File: config.mk
export PLATFORM = sky130hd
export DESIGN_NAME = button_gesture_decoder
export DESIGN_NICKNAME = d
export VERILOG_FILES = /design/src/rtl/core/bgd_pkg.sv /design/src/rtl/core/button_gesture_decoder.sv
export VERILOG_INCLUDE_DIRS = /design/src /design/src/rtl/core
export SDC_FILE = /design/constraint.sdc
export NUM_CORES = 2
export LEC_CHECK = 0
export BUFFER_PORTS_ARGS = -buffer_cell sky130_fd_sc_hd__buf_2
export CAP_MARGIN = 15
export CORE_UTILIZATION = 65
export CTS_BUF_LIST = sky130_fd_sc_hd__clkbuf_8
export DETAILED_ROUTE_END_ITERATION = 10
export PLACE_DENSITY = 0.8
export SLEW_MARGIN = 20
export SYNTH_ARGS = -nofsm -noshare
export SYNTH_HDL_FRONTEND = slang
export SYNTH_SLANG_ARGS = --single-unit
export TNS_END_PERCENT = 20
File: constraint.sdc
create_clock -name clk -period 17.85 [get_ports clk]
set_clock_uncertainty 0.15 [all_clocks]
set_input_delay 0 -clock clk [delete_from_list [all_inputs] [get_ports clk]]
set_output_delay 0 -clock clk [all_outputs]
set_load 0.02 [all_outputs]
File: src/rtl/core/button_gesture_decoder_defines.svh
// Assertion macros shared by the button gesture decoder RTL.
// Needs a clk and an active-low rst_n in the scope where the macros are used.
`ifndef BUTTON_GESTURE_DECODER_DEFINES_SVH
`define BUTTON_GESTURE_DECODER_DEFINES_SVH
`ifndef SYNTH
// Check that a condition holds at every clock edge outside reset.
`define BGD_ASSERT(lbl, cond) \
    lbl: assert property (@(posedge clk) disable iff (!rst_n) (cond)) \
        else $error("bgd assertion failed");
// Check that a condition implies another one in the next cycle.
`define BGD_ASSERT_NEXT(lbl, pre, post) \
    lbl: assert property (@(posedge clk) disable iff (!rst_n) (pre) |=> (post)) \
        else $error("bgd sequence assertion failed");
`else
`define BGD_ASSERT(lbl, cond)
`define BGD_ASSERT_NEXT(lbl, pre, post)
`endif
`endif

File: src/rtl/core/bgd_pkg.sv
// Package of the button gesture decoder: action codes, result slots and register indexes.
// Has no dependencies; imported by button_gesture_decoder.
package bgd_pkg;

    localparam int BUTTONS = 4;
    localparam int CFG_W   = 24;
    localparam int TIME_W  = 32;

    typedef enum logic [3:0] {
        ACT_PLAY   = 4'd0,
        ACT_PREV   = 4'd1,
        ACT_NEXT   = 4'd2,
        ACT_VDN    = 4'd3,
        ACT_VUP    = 4'd4,
        ACT_NDEC   = 4'd5,
        ACT_NINC   = 4'd6,
        ACT_SLEEP  = 4'd7,
        ACT_EMERG  = 4'd8,
        ACT_DIAG   = 4'd9,
        ACT_BATT   = 4'd10,
        ACT_MODE   = 4'd11,
        ACT_READY  = 4'd12,
        ACT_ACTIVE = 4'd13
    } action_t;

    // Button indexes.
    localparam logic [1:0] BTN_A = 2'd0;
    localparam logic [1:0] BTN_B = 2'd1;
    localparam logic [1:0] BTN_C = 2'd2;
    localparam logic [1:0] BTN_D = 2'd3;

    // Register indexes on the configuration port.
    localparam logic [1:0] REG_LONG_PRESS  = 2'd0;
    localparam logic [1:0] REG_DOUBLE_WIN  = 2'd1;
    localparam logic [1:0] REG_EMERG_HOLD  = 2'd2;
    localparam logic [1:0] REG_NIGHT_HOLD  = 2'd3;

    // Result slots, in the order results leave the block.
    localparam int SLOT_NSLEEP = 4;
    localparam int SLOT_DIAG   = 5;
    localparam int SLOT_EMERG  = 6;
    localparam int SLOT_READY  = 7;
    localparam int SLOT_BATT   = 8;
    localparam int SLOT_MODE   = 9;
    localparam int SLOT_CSLEEP = 10;
    localparam int SLOT_CCLICK = 11;
    localparam int SLOT_DCLICK = 12;
    localparam int SLOT_FINA   = 13;
    localparam int SLOT_FINB   = 14;
    localparam int NUM_SLOTS   = 15;

    localparam logic [1:0] CLICK_MAX = 2'd2;

endpackage

File: src/rtl/core/button_gesture_decoder.sv
// Top level of the button gesture decoder: poll register, gesture logic and result slots.
// Depends on bgd_pkg and on button_gesture_decoder_defines.svh for assertions.
//
//  channel | direction | handshake          | payload
//  --------+-----------+--------------------+---------------------------------------------
//  in      | input     | in_valid/in_stall   | levels_down, press_edges, now_ms, flags
//  out     | output    | out_valid/out_stall | action, button, last
//  cfg     | input     | cfg_wr_en           | cfg_addr, cfg_data
//
// A poll is held in the input register, then all its results are computed together into a row
// of result slots. The slots drain one result per cycle while the output is not stalled; the
// next poll is evaluated in the cycle the last result leaves.
// Reset clears all gesture state and loads default timings.
// A stalled output holds its result; the input stalls while a registered poll waits on queued results.
`include "button_gesture_decoder_defines.svh"

module button_gesture_decoder
(
    input  logic                        clk,
    input  logic                        rst_n,
    input  logic                        in_valid,
    output logic                        in_stall,
    input  logic [3:0]                  levels_down,
    input  logic [3:0]                  press_edges,
    input  logic [31:0]                 now_ms,
    input  logic                        night_mode,
    input  logic                        music_mode,
    output logic                        out_valid,
    input  logic                        out_stall,
    output logic [3:0]                  action,
    output logic [1:0]                  button,
    output logic                        last,
    input  logic                        cfg_wr_en,
    input  logic [1:0]                  cfg_addr,
    input  logic [bgd_pkg::CFG_W-1:0]   cfg_data
);
    import bgd_pkg::*;

    // Configuration registers.
    logic [CFG_W-1:0] lpt_reg, dcw_reg, eht_reg, nsh_reg;

    // Poll register.
    logic              inv_reg;
    logic [3:0]        lv_reg, pe_reg;
    logic [TIME_W-1:0] now_reg;
    logic              night_reg, music_reg;

    // Gesture state.
    logic [TIME_W-1:0] ps_reg [BUTTONS];
    logic [TIME_W-1:0] ps_next [BUTTONS];
    logic [BUTTONS-1:0] el_reg, lh_reg, cs_reg, el_next, lh_next, cs_next;
    logic [1:0]        cc_reg [2];
    logic [1:0]        cc_next [2];
    logic [TIME_W-1:0] lr_reg [2];
    logic [TIME_W-1:0] lr_next [2];
    logic              combo_reg, srs_reg, nsd_reg, combo_next, srs_next, nsd_next;

    // Result slots.
    logic [NUM_SLOTS-1:0] pend_reg, pend_next, slot_new;
    logic [3:0]           sact_reg [NUM_SLOTS];
    logic [3:0]           sact_new [NUM_SLOTS];
    logic [1:0]           sbtn_reg [NUM_SLOTS];
    logic [1:0]           sbtn_new [NUM_SLOTS];

    logic proc, out_take, in_take;

    assign out_take = out_valid && !out_stall;
    assign proc     = inv_reg && (pend_reg == '0 || (out_take && $onehot(pend_reg)));
    assign in_stall = inv_reg && !proc;
    assign in_take  = in_valid && !in_stall;

    // Gesture evaluation of the registered poll against the current state.
    always_comb
    begin
        logic [TIME_W-1:0] ps1 [BUTTONS];
        logic [BUTTONS-1:0] el1, down, newp, rel;
        logic [TIME_W-1:0] d [BUTTONS];
        logic [TIME_W-1:0] later, dl;
        logic [TIME_W-1:0] lpt, dcw, eht, nsh;
        logic nsleep, diag, emerg, ready, batt, mode, music2, e0, csleep;
        logic [1:0] clicks;
        logic fin;

        lpt  = {8'd0, lpt_reg};
        dcw  = {8'd0, dcw_reg};
        eht  = {8'd0, eht_reg};
        nsh  = {8'd0, nsh_reg};
        down = lv_reg;
        el1  = el_reg | pe_reg;
        slot_new = '0;
        for (int s = 0; s < NUM_SLOTS; s++)
        begin
            sact_new[s] = ACT_ACTIVE;
            sbtn_new[s] = BTN_A;
        end

        // New presses.
        lh_next = lh_reg;
        cs_next = cs_reg;
        for (int i = 0; i < BUTTONS; i++)
        begin
            newp[i] = down[i] && el1[i] && (ps_reg[i] == '0);
            ps1[i]  = newp[i] ? now_reg : ps_reg[i];
            d[i]    = now_reg - ps1[i];
            if (newp[i])
            begin
                lh_next[i] = 1'b0;
                cs_next[i] = 1'b0;
            end
            slot_new[i] = newp[i] && !night_reg && (now_reg != '0);
            sact_new[i] = ACT_ACTIVE;
            sbtn_new[i] = 2'(i);
        end
        cc_next  = cc_reg;
        lr_next  = lr_reg;
        srs_next = srs_reg;
        nsd_next = nsd_reg;
        combo_next = combo_reg;

        // Night hold of C.
        nsleep = night_reg && down[BTN_C] && (ps1[BTN_C] != '0) && (d[BTN_C] >= nsh)
                 && !nsd_reg;
        if (nsleep)
        begin
            nsd_next = 1'b1;
            lh_next[BTN_C] = 1'b1;
            cs_next[BTN_C] = 1'b1;
        end
        slot_new[SLOT_NSLEEP] = nsleep;
        sact_new[SLOT_NSLEEP] = ACT_SLEEP;
        sbtn_new[SLOT_NSLEEP] = BTN_C;

        // A plus B diagnostic combo.
        later = (ps1[BTN_A] > ps1[BTN_B]) ? ps1[BTN_A] : ps1[BTN_B];
        dl    = now_reg - later;
        diag  = !night_reg && down[BTN_A] && down[BTN_B] && !combo_reg &&
                (ps1[BTN_A] != '0) && (ps1[BTN_B] != '0) && (dl >= lpt);
        if (diag)
        begin
            combo_next = 1'b1;
            lh_next[BTN_A] = 1'b1;
            lh_next[BTN_B] = 1'b1;
            cs_next[BTN_A] = 1'b1;
            cs_next[BTN_B] = 1'b1;
            cc_next[0] = '0;
            cc_next[1] = '0;
            lr_next[0] = '0;
            lr_next[1] = '0;
        end
        slot_new[SLOT_DIAG] = diag;
        sact_new[SLOT_DIAG] = ACT_DIAG;
        sbtn_new[SLOT_DIAG] = BTN_A;

        // Holds of C in day mode.
        e0    = !night_reg && down[BTN_C] && !down[BTN_D] && (ps1[BTN_C] != '0);
        emerg = e0 && (d[BTN_C] >= eht) && !lh_next[BTN_C];
        ready = e0 && (d[BTN_C] >= lpt) && !srs_reg;
        if (emerg)
        begin
            lh_next[BTN_C] = 1'b1;
            cs_next[BTN_C] = 1'b1;
        end
        if (ready)
        begin
            srs_next = 1'b1;
            cs_next[BTN_C] = 1'b1;
        end
        slot_new[SLOT_EMERG] = emerg;
        sact_new[SLOT_EMERG] = ACT_EMERG;
        sbtn_new[SLOT_EMERG] = BTN_C;
        slot_new[SLOT_READY] = ready;
        sact_new[SLOT_READY] = ACT_READY;
        sbtn_new[SLOT_READY] = BTN_C;

        // Long presses of A and B alone.
        batt = !night_reg && down[BTN_A] && !down[BTN_B] && (ps1[BTN_A] != '0) &&
               (d[BTN_A] >= lpt) && !lh_next[BTN_A];
        mode = !night_reg && down[BTN_B] && !down[BTN_A] && (ps1[BTN_B] != '0) &&
               (d[BTN_B] >= lpt) && !lh_next[BTN_B];
        if (batt)
        begin
            lh_next[BTN_A] = 1'b1;
            cs_next[BTN_A] = 1'b1;
            cc_next[0] = '0;
            lr_next[0] = '0;
        end
        if (mode)
        begin
            lh_next[BTN_B] = 1'b1;
            cs_next[BTN_B] = 1'b1;
            cc_next[1] = '0;
            lr_next[1] = '0;
        end
        music2 = music_reg ^ mode;
        slot_new[SLOT_BATT] = batt;
        sact_new[SLOT_BATT] = ACT_BATT;
        sbtn_new[SLOT_BATT] = BTN_A;
        slot_new[SLOT_MODE] = mode;
        sact_new[SLOT_MODE] = ACT_MODE;
        sbtn_new[SLOT_MODE] = BTN_B;

        // Releases; a released button had no hold gesture this poll.
        el_next = el1;
        csleep  = 1'b0;
        for (int i = 0; i < BUTTONS; i++)
        begin
            rel[i] = !down[i] && (ps1[i] != '0);
            ps_next[i] = ps1[i];
            if (rel[i])
            begin
                if (i < 2)
                begin
                    if (!lh_reg[i] && !cs_reg[i] && (d[i] < lpt))
                    begin
                        cc_next[i[0]] = (cc_reg[i[0]] >= CLICK_MAX) ? CLICK_MAX
                                                                   : cc_reg[i[0]] + 2'd1;
                        lr_next[i[0]] = now_reg;
                    end
                    else
                    begin
                        cc_next[i[0]] = '0;
                        lr_next[i[0]] = '0;
                    end
                end
                el_next[i] = 1'b0;
                ps_next[i] = '0;
                lh_next[i] = 1'b0;
                cs_next[i] = 1'b0;
            end
        end
        if (rel[BTN_C])
        begin
            csleep   = !night_reg && !down[BTN_D] && (d[BTN_C] >= lpt) && !lh_reg[BTN_C];
            srs_next = 1'b0;
            nsd_next = 1'b0;
        end
        slot_new[SLOT_CSLEEP] = csleep;
        sact_new[SLOT_CSLEEP] = ACT_SLEEP;
        sbtn_new[SLOT_CSLEEP] = BTN_C;
        slot_new[SLOT_CCLICK] = rel[BTN_C] && !lh_reg[BTN_C] && !cs_reg[BTN_C] &&
                                (d[BTN_C] < lpt);
        sact_new[SLOT_CCLICK] = night_reg ? ACT_NDEC : ACT_VDN;
        sbtn_new[SLOT_CCLICK] = BTN_C;
        slot_new[SLOT_DCLICK] = rel[BTN_D] && !lh_reg[BTN_D] && !cs_reg[BTN_D] &&
                                (d[BTN_D] < lpt);
        sact_new[SLOT_DCLICK] = night_reg ? ACT_NINC : ACT_VUP;
        sbtn_new[SLOT_DCLICK] = BTN_D;

        // Resolve pending clicks of A and B after the quiet window.
        for (int i = 0; i < 2; i++)
        begin
            clicks = cc_next[i];
            fin = (clicks != '0) && (ps_next[i] == '0) && ((now_reg - lr_next[i]) >= dcw);
            if (fin)
            begin
                cc_next[i] = '0;
                lr_next[i] = '0;
            end
            slot_new[SLOT_FINA + i] = fin && !night_reg && music2 &&
                                      ((i == 0) || (clicks >= CLICK_MAX));
            sact_new[SLOT_FINA + i] = (i == 0) ? ((clicks >= CLICK_MAX) ? ACT_PREV : ACT_PLAY)
                                               : ACT_NEXT;
            sbtn_new[SLOT_FINA + i] = 2'(i);
        end

        if (!down[BTN_A] || !down[BTN_B])
        begin
            combo_next = 1'b0;
        end
    end

    // Drain of the result slots, lowest slot first.
    always_comb
    begin
        logic found;
        found  = 1'b0;
        action = ACT_ACTIVE;
        button = BTN_A;
        pend_next = pend_reg;
        for (int s = 0; s < NUM_SLOTS; s++)
        begin
            if (pend_reg[s] && !found)
            begin
                found  = 1'b1;
                action = sact_reg[s];
                button = sbtn_reg[s];
                if (out_take)
                begin
                    pend_next[s] = 1'b0;
                end
            end
        end
        if (proc)
        begin
            pend_next = slot_new;
        end
    end

    assign out_valid = |pend_reg;
    assign last      = $onehot(pend_reg);

    // Control and state registers.
    always_ff @(posedge clk or negedge rst_n)
    begin
        if (!rst_n)
        begin
            lpt_reg   <= CFG_W'(1000);
            dcw_reg   <= CFG_W'(400);
            eht_reg   <= CFG_W'(10000);
            nsh_reg   <= CFG_W'(3000);
            inv_reg   <= 1'b0;
            pend_reg  <= '0;
            el_reg    <= '0;
            lh_reg    <= '0;
            cs_reg    <= '0;
            combo_reg <= 1'b0;
            srs_reg   <= 1'b0;
            nsd_reg   <= 1'b0;
            for (int i = 0; i < BUTTONS; i++)
            begin
                ps_reg[i] <= '0;
            end
            for (int i = 0; i < 2; i++)
            begin
                cc_reg[i] <= '0;
                lr_reg[i] <= '0;
            end
        end
        else
        begin
            if (cfg_wr_en)
            begin
                case (cfg_addr)
                    REG_LONG_PRESS: lpt_reg <= cfg_data;
                    REG_DOUBLE_WIN: dcw_reg <= cfg_data;
                    REG_EMERG_HOLD: eht_reg <= cfg_data;
                    REG_NIGHT_HOLD: nsh_reg <= cfg_data;
                    default:        lpt_reg <= lpt_reg;
                endcase
            end
            if (in_take)
            begin
                inv_reg <= 1'b1;
            end
            else if (proc)
            begin
                inv_reg <= 1'b0;
            end
            pend_reg <= pend_next;
            if (proc)
            begin
                el_reg    <= el_next;
                lh_reg    <= lh_next;
                cs_reg    <= cs_next;
                combo_reg <= combo_next;
                srs_reg   <= srs_next;
                nsd_reg   <= nsd_next;
                for (int i = 0; i < BUTTONS; i++)
                begin
                    ps_reg[i] <= ps_next[i];
                end
                for (int i = 0; i < 2; i++)
                begin
                    cc_reg[i] <= cc_next[i];
                    lr_reg[i] <= lr_next[i];
                end
            end
        end
    end

    // Payload registers of the poll and of the result slots.
    always_ff @(posedge clk)
    begin
        if (in_take)
        begin
            lv_reg    <= levels_down;
            pe_reg    <= press_edges;
            now_reg   <= now_ms;
            night_reg <= night_mode;
            music_reg <= music_mode;
        end
        if (proc)
        begin
            for (int s = 0; s < NUM_SLOTS; s++)
            begin
                sact_reg[s] <= sact_new[s];
                sbtn_reg[s] <= sbtn_new[s];
            end
        end
    end

    // Checks on the slot drain.
    `BGD_ASSERT(a_slot_count, $countones(pend_reg) <= 14)
    `BGD_ASSERT(a_proc_drained, !proc || pend_reg == '0 || $onehot(pend_reg))
    `BGD_ASSERT_NEXT(a_more_follow, out_take && !last, out_valid)
    `BGD_ASSERT_NEXT(a_poll_used, proc && !in_take, !inv_reg)

endmodule
Yosys cells after proc, flatten, opt, wreduce, memory -nomap -nowiden
Memories as Yosys holds them, arrays and structs flattened.
Index checks and enable logic that the tools add are counted.
W data, S select, Z words.
{"block": "op_classes", "addsub": 23, "eq_ne": 4, "magnitude_cmp": 17, "reduce_logical": 188, "muxes": 134, "n_bitwise": 2}
{"op": "$mux W32", "n": 17}
{"op": "$ge A32 B24 Y1", "n": 8}
{"op": "$sub A32 B32 Y32", "n": 7}
{"op": "$logic_not A32 Y1", "n": 6}
{"op": "$reduce_bool A32 Y1", "n": 5}
{"op": "$lt A32 B24 Y1", "n": 4}
{"op": "$logic_and A1 B1 Y1", "n": 87}
{"op": "$mux W1", "n": 70}
{"op": "$mux W4", "n": 16}
{"op": "$mux W64", "n": 1}
{"op": "$mux W2", "n": 28}
{"op": "$reduce_and A2 Y1", "n": 25}
{"op": "$reduce_bool A2 Y1", "n": 22}
{"op": "$logic_not A1 Y1", "n": 35}
{"op": "$gt A32 B32 Y1", "n": 1}
{"op": "$logic_not A15 Y1", "n": 1}
{"op": "$mux W15", "n": 1}
{"op": "$reduce_or A15 Y1", "n": 1}
{"op": "$add A1 B1 Y2", "n": 7}
{"op": "$add A2 B2 Y3", "n": 3}
{"op": "$add A3 B3 Y4", "n": 2}
{"op": "$ge A2 B2 Y1 const B", "n": 4}
{"op": "$reduce_bool A4 Y1", "n": 2}
{"op": "$reduce_bool A5 Y1", "n": 1}
{"op": "other kinds (11)", "n": 14}
{"block": "totals", "ramBits": 90, "inputBits": 73, "regBits": 364, "word_cells": 412, "out_inout_bits": 9, "n_memories": 2}
{"memory": "sact_reg", "depth": 15, "width": 4, "read_ports": 15, "rd_clocked_by_memory_dff": 0, "write_ports": 15, "line": "button_gesture_decoder.sv:60", "source": "logic [3:0] sact_reg [NUM_SLOTS];"}
{"memory": "sbtn_reg", "depth": 15, "width": 2, "read_ports": 15, "rd_clocked_by_memory_dff": 0, "write_ports": 15, "line": "button_gesture_decoder.sv:62", "source": "logic [1:0] sbtn_reg [NUM_SLOTS];"}

Logic depth before layout (Yosys ltp)
{"block": "logic_depth", "ltp_word": 44, "ltp_mapped": 72, "depth_no_buf": 66}

Least setup slack after synthesis
OpenSTA, ideal clock, no wires.
{"block": "synth_timing", "path_kind": "flip-flop to flip-flop", "startpoint": "register ps_reg[77] in the netlist's numbering", "endpoint": "register lr_reg[11] in the netlist's numbering", "setup_ps": 87, "stages_incl_launch_ff": 64, "t_required_ps": 17613, "arrival_time_ps": 13477, "setup_slack_ps": 4135, "period_less_slack_ps": 13715, "path_buffers": 6, "cell_sequence": "dfrtp_1 or4_4 nor4_1 clkbuf_1 a21oi_1 ha_1 nand3_1 nor3_1 nand3_1 nor4_1 a21o_1 clkbuf_1 clkbuf_1 mux2i_1 inv_1 ha_1 nor2b_1 o31a_1 (+28 left out) a21oi_1 a21oi_1 xor2_1 ha_1 a2111oi_0 nand3_1 a221oi_1 o21ai_0 o22ai_1 o211ai_1 nor4b_1 nand4_1 nand2b_1 or4_4 nand3_4 nor3_4 buf_6 a211oi_2"}
{"block": "synth_via", "elab_chain_cells": 17, "elab_cells_between_ends": 37, "cone_classes": "add/sub (3); order compare (5); mux (14); reduce/logical (15)"}
{"item": "from (decl)", "line": "button_gesture_decoder.sv:49", "source": "logic [TIME_W-1:0] ps_reg [BUTTONS];"}
{"item": "from (signal, indexed assignment)", "line": "button_gesture_decoder.sv:360", "source": "ps_reg[i] <= ps_next[i];"}
{"item": "$logic_not A32 Y1", "line": "button_gesture_decoder.sv:102", "source": "newp[i] = down[i] && el1[i] && (ps_reg[i] == '0);"}
{"item": "$logic_and A1 B1 Y1", "line": "button_gesture_decoder.sv:102"}
{"item": "$mux W32", "line": "button_gesture_decoder.sv:103", "source": "ps1[i] = newp[i] ? now_reg : ps_reg[i];"}
{"item": "$gt A32 B32 Y1", "line": "button_gesture_decoder.sv:134", "source": "later = (ps1[BTN_A] > ps1[BTN_B]) ? ps1[BTN_A] : ps1[BTN_B];"}
{"item": "$mux W32", "line": "button_gesture_decoder.sv:134"}
{"item": "$sub A32 B32 Y32", "line": "button_gesture_decoder.sv:135", "source": "dl = now_reg - later;"}
{"item": "$ge A32 B24 Y1", "line": "button_gesture_decoder.sv:137", "source": "(ps1[BTN_A] != '0) && (ps1[BTN_B] != '0) && (dl >= lpt);"}
{"item": "$logic_and A1 B1 Y1", "line": "button_gesture_decoder.sv:137"}
{"item": "$mux W2", "line": "button_gesture_decoder.sv:138", "source": "if (diag)"}
{"item": "$logic_not A1 Y1", "line": "button_gesture_decoder.sv:179", "source": "(d[BTN_B] >= lpt) && !lh_next[BTN_B];"}
{"item": "$logic_and A1 B1 Y1", "line": "button_gesture_decoder.sv:179"}
{"item": "$mux W32 or $mux W2 (tied branches)", "line": "button_gesture_decoder.sv:187", "source": "if (mode)"}
{"item": "$mux W32 or $mux W2 (tied branches)", "line": "button_gesture_decoder.sv:209", "source": "if (rel[i])"}
{"item": "$sub A32 B32 Y32 or $reduce_bool A2 Y1 (tied branches)", "line": "button_gesture_decoder.sv:253", "source": "fin = (clicks != '0) && (ps_next[i] == '0) && ((now_reg - lr_next[i]) >= dcw);"}
{"item": "$ge A32 B24 Y1 or $logic_and A1 B1 Y1 (tied branches)", "line": "button_gesture_decoder.sv:253"}
{"item": "$logic_and A1 B1 Y1", "line": "button_gesture_decoder.sv:253"}
{"item": "$mux W32 *", "line": "button_gesture_decoder.sv:254", "source": "if (fin)"}
{"item": "to (signal, indexed assignment)", "line": "button_gesture_decoder.sv:365", "source": "lr_reg[i] <= lr_next[i];"}
{"item": "to (decl)", "line": "button_gesture_decoder.sv:54", "source": "logic [TIME_W-1:0] lr_reg [2];"}
Mark *: on every way between the ends. The rest lies on a longest branch, timed or not.
A chain may end at the register's enable or synchronous reset.

Worst setup path in the final report
{"block": "layout_timing", "startpoint": "register ps_reg[66] in the netlist's numbering", "endpoint": "register lr_reg[2] in the netlist's numbering"}
Same word-level chain as after synthesis.

==> impl_metrics.yaml <==
finish:
  finalNetCount: 4762
  drive_gt1_frac: 0.112
  area_delta_synth_final_pct: 12.4
  largest_reg_flops: 128
  n_fill_cell: 3981
critical_path:
  reg2regPathDepth: 62
  reg2reg_setup_slack_ps: 1880
  worst_path_max_delay_cell: "nor4_1"
  r2r_start: "ps_reg[66]$_DFFE_PN0P_"
  startpoint_type: "flip-flop"
  endpoint_kind: "flip-flop"
  r2r-end: "lr_reg[2]$_DFFE_PN0P_"
  cp.arrival_ps: 16400
  required_ps: 18280
  cp_common_cell: "a21oi_1"
  max_stage_delay_ps: 680
  crit_path_max_fanout: 32
  critPathKind: "reg -> reg"
timing:
  fmax_ghz: 0.0626
  slew_headroom: 0.202
  setup_violations: 0
  worst_pin_slew_ps: 1190
  hold_viol_final: 0
  tns_ps: 0
  period_share: 0.895
  rsz0062_at_grt: "no"
  drv_slew: 0
  fin_crit_ps: 15970
clock_tree:
  h-tree-depth: 3
  post-cts-setup-buffers: 0
  clkSinkCount: 366
  path_clk_slew_ps: 60
  clk_path_buf_depth: 3
  cts_tree: "done"
  cts_root_buffer: "clkbuf_8"
  clk_latency_ps: 690
  cts_buffers: 70
hold_path:
  hold_path.class: "in -> reg"
  hp-start: "cfg_data[5]"
  holdPathStages: 3
  hold_end: "dcw_reg[5]$_DFFE_PN0P_"
drt:
  drcViolationCount: 0
  dr.pass1.iters: 8
  wl_um: 121000
  drt_iter0_drc: 3606
  ant_nets: 0
  vias: 33500
  wl_per_cell_um: 24.5
  vias_per_cell: 6.78
die:
  die-area_mm2: 0.0535
  num_rows: 83
  start_util: 0.662
  core_area_mm2: 0.0516
  die_x_um: 231
  io_pins: 82
  dieHeight_um: 231
logic_synthesis:
  synth-main-ff-cell: "dfrtp_1"
  synthArstFlopShare: 0.877
  synth-seq-cells: 366
  synth_top_family_by_area: "compound AO/OA/AOI/OAI gates"
  syn_inst: 4000
  synth_compound_area_frac: 0.259
  synth.cell_area_mm2: 0.0342
  yosysTopAreaCell: "dfrtp_1"
  synth-xor-area-share: 0.0405
  syn-mean-instance-area_um2: 8.54
  yosys-top-cells-count: "ha_1, a21oi_1, nor2_1"
  yosysUniqueCellTypes: 93
  yosysMostFrequentCell: "ha_1"
  synthSimpleGateAreaFrac: 0.159
  syn_nets: 4558
  yosysWarnings: 0
  yosysSeqAreaShare: 0.276
  synth_edf_count: 45
  synthAdderAreaFrac: 0.181
  synth_area_leaders: "dfrtp_1, ha_1, a21oi_1"
  yosys-mux-area-fraction: 0.0378
  synth_top_area_frac: 0.220
global_routing:
  grt_max_degree: 95
  grt_pass1_wl_um: 185000
  grt_pass1_vias: 32600
  antenna_found_initial: 2
  grtUsageTotal: 0.453
  grt_overflow_total: 0
place:
  io_buffers: 81
  gp_congestion: 1.03
  dp_hpwl_um: 86600
status:
  run_status: "completed"
run:
  maxCapViolations: 0
## cell families (layout without fill, tap and decap cells)
group           count (synthesis)  count (layout)
simple gates                 1105            1105
flops                         366             366
fa+ha+maj                     485             485
xor+xnor                      158             158
buf+inv                       413             675
compound gates               1357            1357
mux                           116             116
other cells                     0               1
## repair_timing
action / in CTS / in global routing
endpoints found under the hold margin: 258 / 0
hold buffers: 146 / 0
resized for setup: 0 / 0
## how the worst max path moves through the flow
stage                                 startpoint                      to  slack [ps]  cells after the start
after floorplan           ps_reg[77]$_DFFE_PN0P_  lr_reg[11]$_DFFE_PN0P_        4140                     63
after global placement    ps_reg[66]$_DFFE_PN0P_   lr_reg[1]$_DFFE_PN0P_        2430                     63
after detailed placement  ps_reg[66]$_DFFE_PN0P_   lr_reg[2]$_DFFE_PN0P_        2200                     63
after CTS                 ps_reg[66]$_DFFE_PN0P_   lr_reg[2]$_DFFE_PN0P_        2130                     63
after global routing      ps_reg[66]$_DFFE_PN0P_   lr_reg[2]$_DFFE_PN0P_         810                     62
final                     ps_reg[66]$_DFFE_PN0P_   lr_reg[2]$_DFFE_PN0P_        1880                     62
## critical path, delay by kind of cell, from the launching register on
family                   cells  cell delay [ps]
AO/OA/AOI/OAI               23             5320
XOR/XNOR                     2              290
adder cells (fa/ha/maj)      5             1770
buffers and inverters        5             1600
flip-flops                   1              440
multiplexers                 1              390
AND/OR/NAND/NOR             26             5860
## cell type report
type	count	area, um^2	share of cell area
multi-input combinational	3221	23200	0.606
sequential	366	9410	0.245
timing repair buffer	304	2490	0.0649
clock buffer	92	1270	0.0330
inverter	241	907	0.0236
tap	680	851	0.0222
clock inverter	38	198	0.00515
antenna	1	2.50	0.0000652
## cells in the final DEF (no fill, tap or decap), drive strengths merged, types with 27 or more instances in the layout
cell type,n
a22oi,93
a21oi,440
o21bai,33
dlygate4sd3,145
o21a,60
nor2b,52
o211ai,34
nand4,82
o31ai,104
mux2,104
nor2,309
a31oi,27
xnor2,100
nor3,63
xor2,58
a21o,114
edfxtp,45
ha,468
buf,159
nor4,60
a211oi,67
dfrtp,300
o21ai,221
nand3,72
nand2b,58
inv,262
clkbuf,92
nand2,281
## metal layers
layer,share of wire,vias up,global-route usage
met2,0.44,1790,0.706
met1,0.38,15900,0.552
li1,-,15300,-
met5,0,-,0
met3,0.10,525,0.108
met4,0.079,0,0.314
## through the flow
step / instances / util / area, um^2 / setup WS (ps) / hold slack (ps)
2_1_floorplan: 4000 / - / 34200 / 4140 / -446
3_3_place_gp: 4665 / 0.686 / 35400 / 2430 / -50.8
3_5_place_dp: 4665 / 0.686 / 35400 / 2200 / -40.9
4_1_cts: 4941 / 0.743 / 38300 / 2130 / 5.24
5_1_grt: 4942 / 0.743 / 38400 / 814 / 36.9
6_report: 4943 / 0.744 / 38400 / 1880 / 23.9
Power is left out: the tool's default activity adds up to more than one toggle a clock period on the data nets, which glitch-free logic cannot reach.
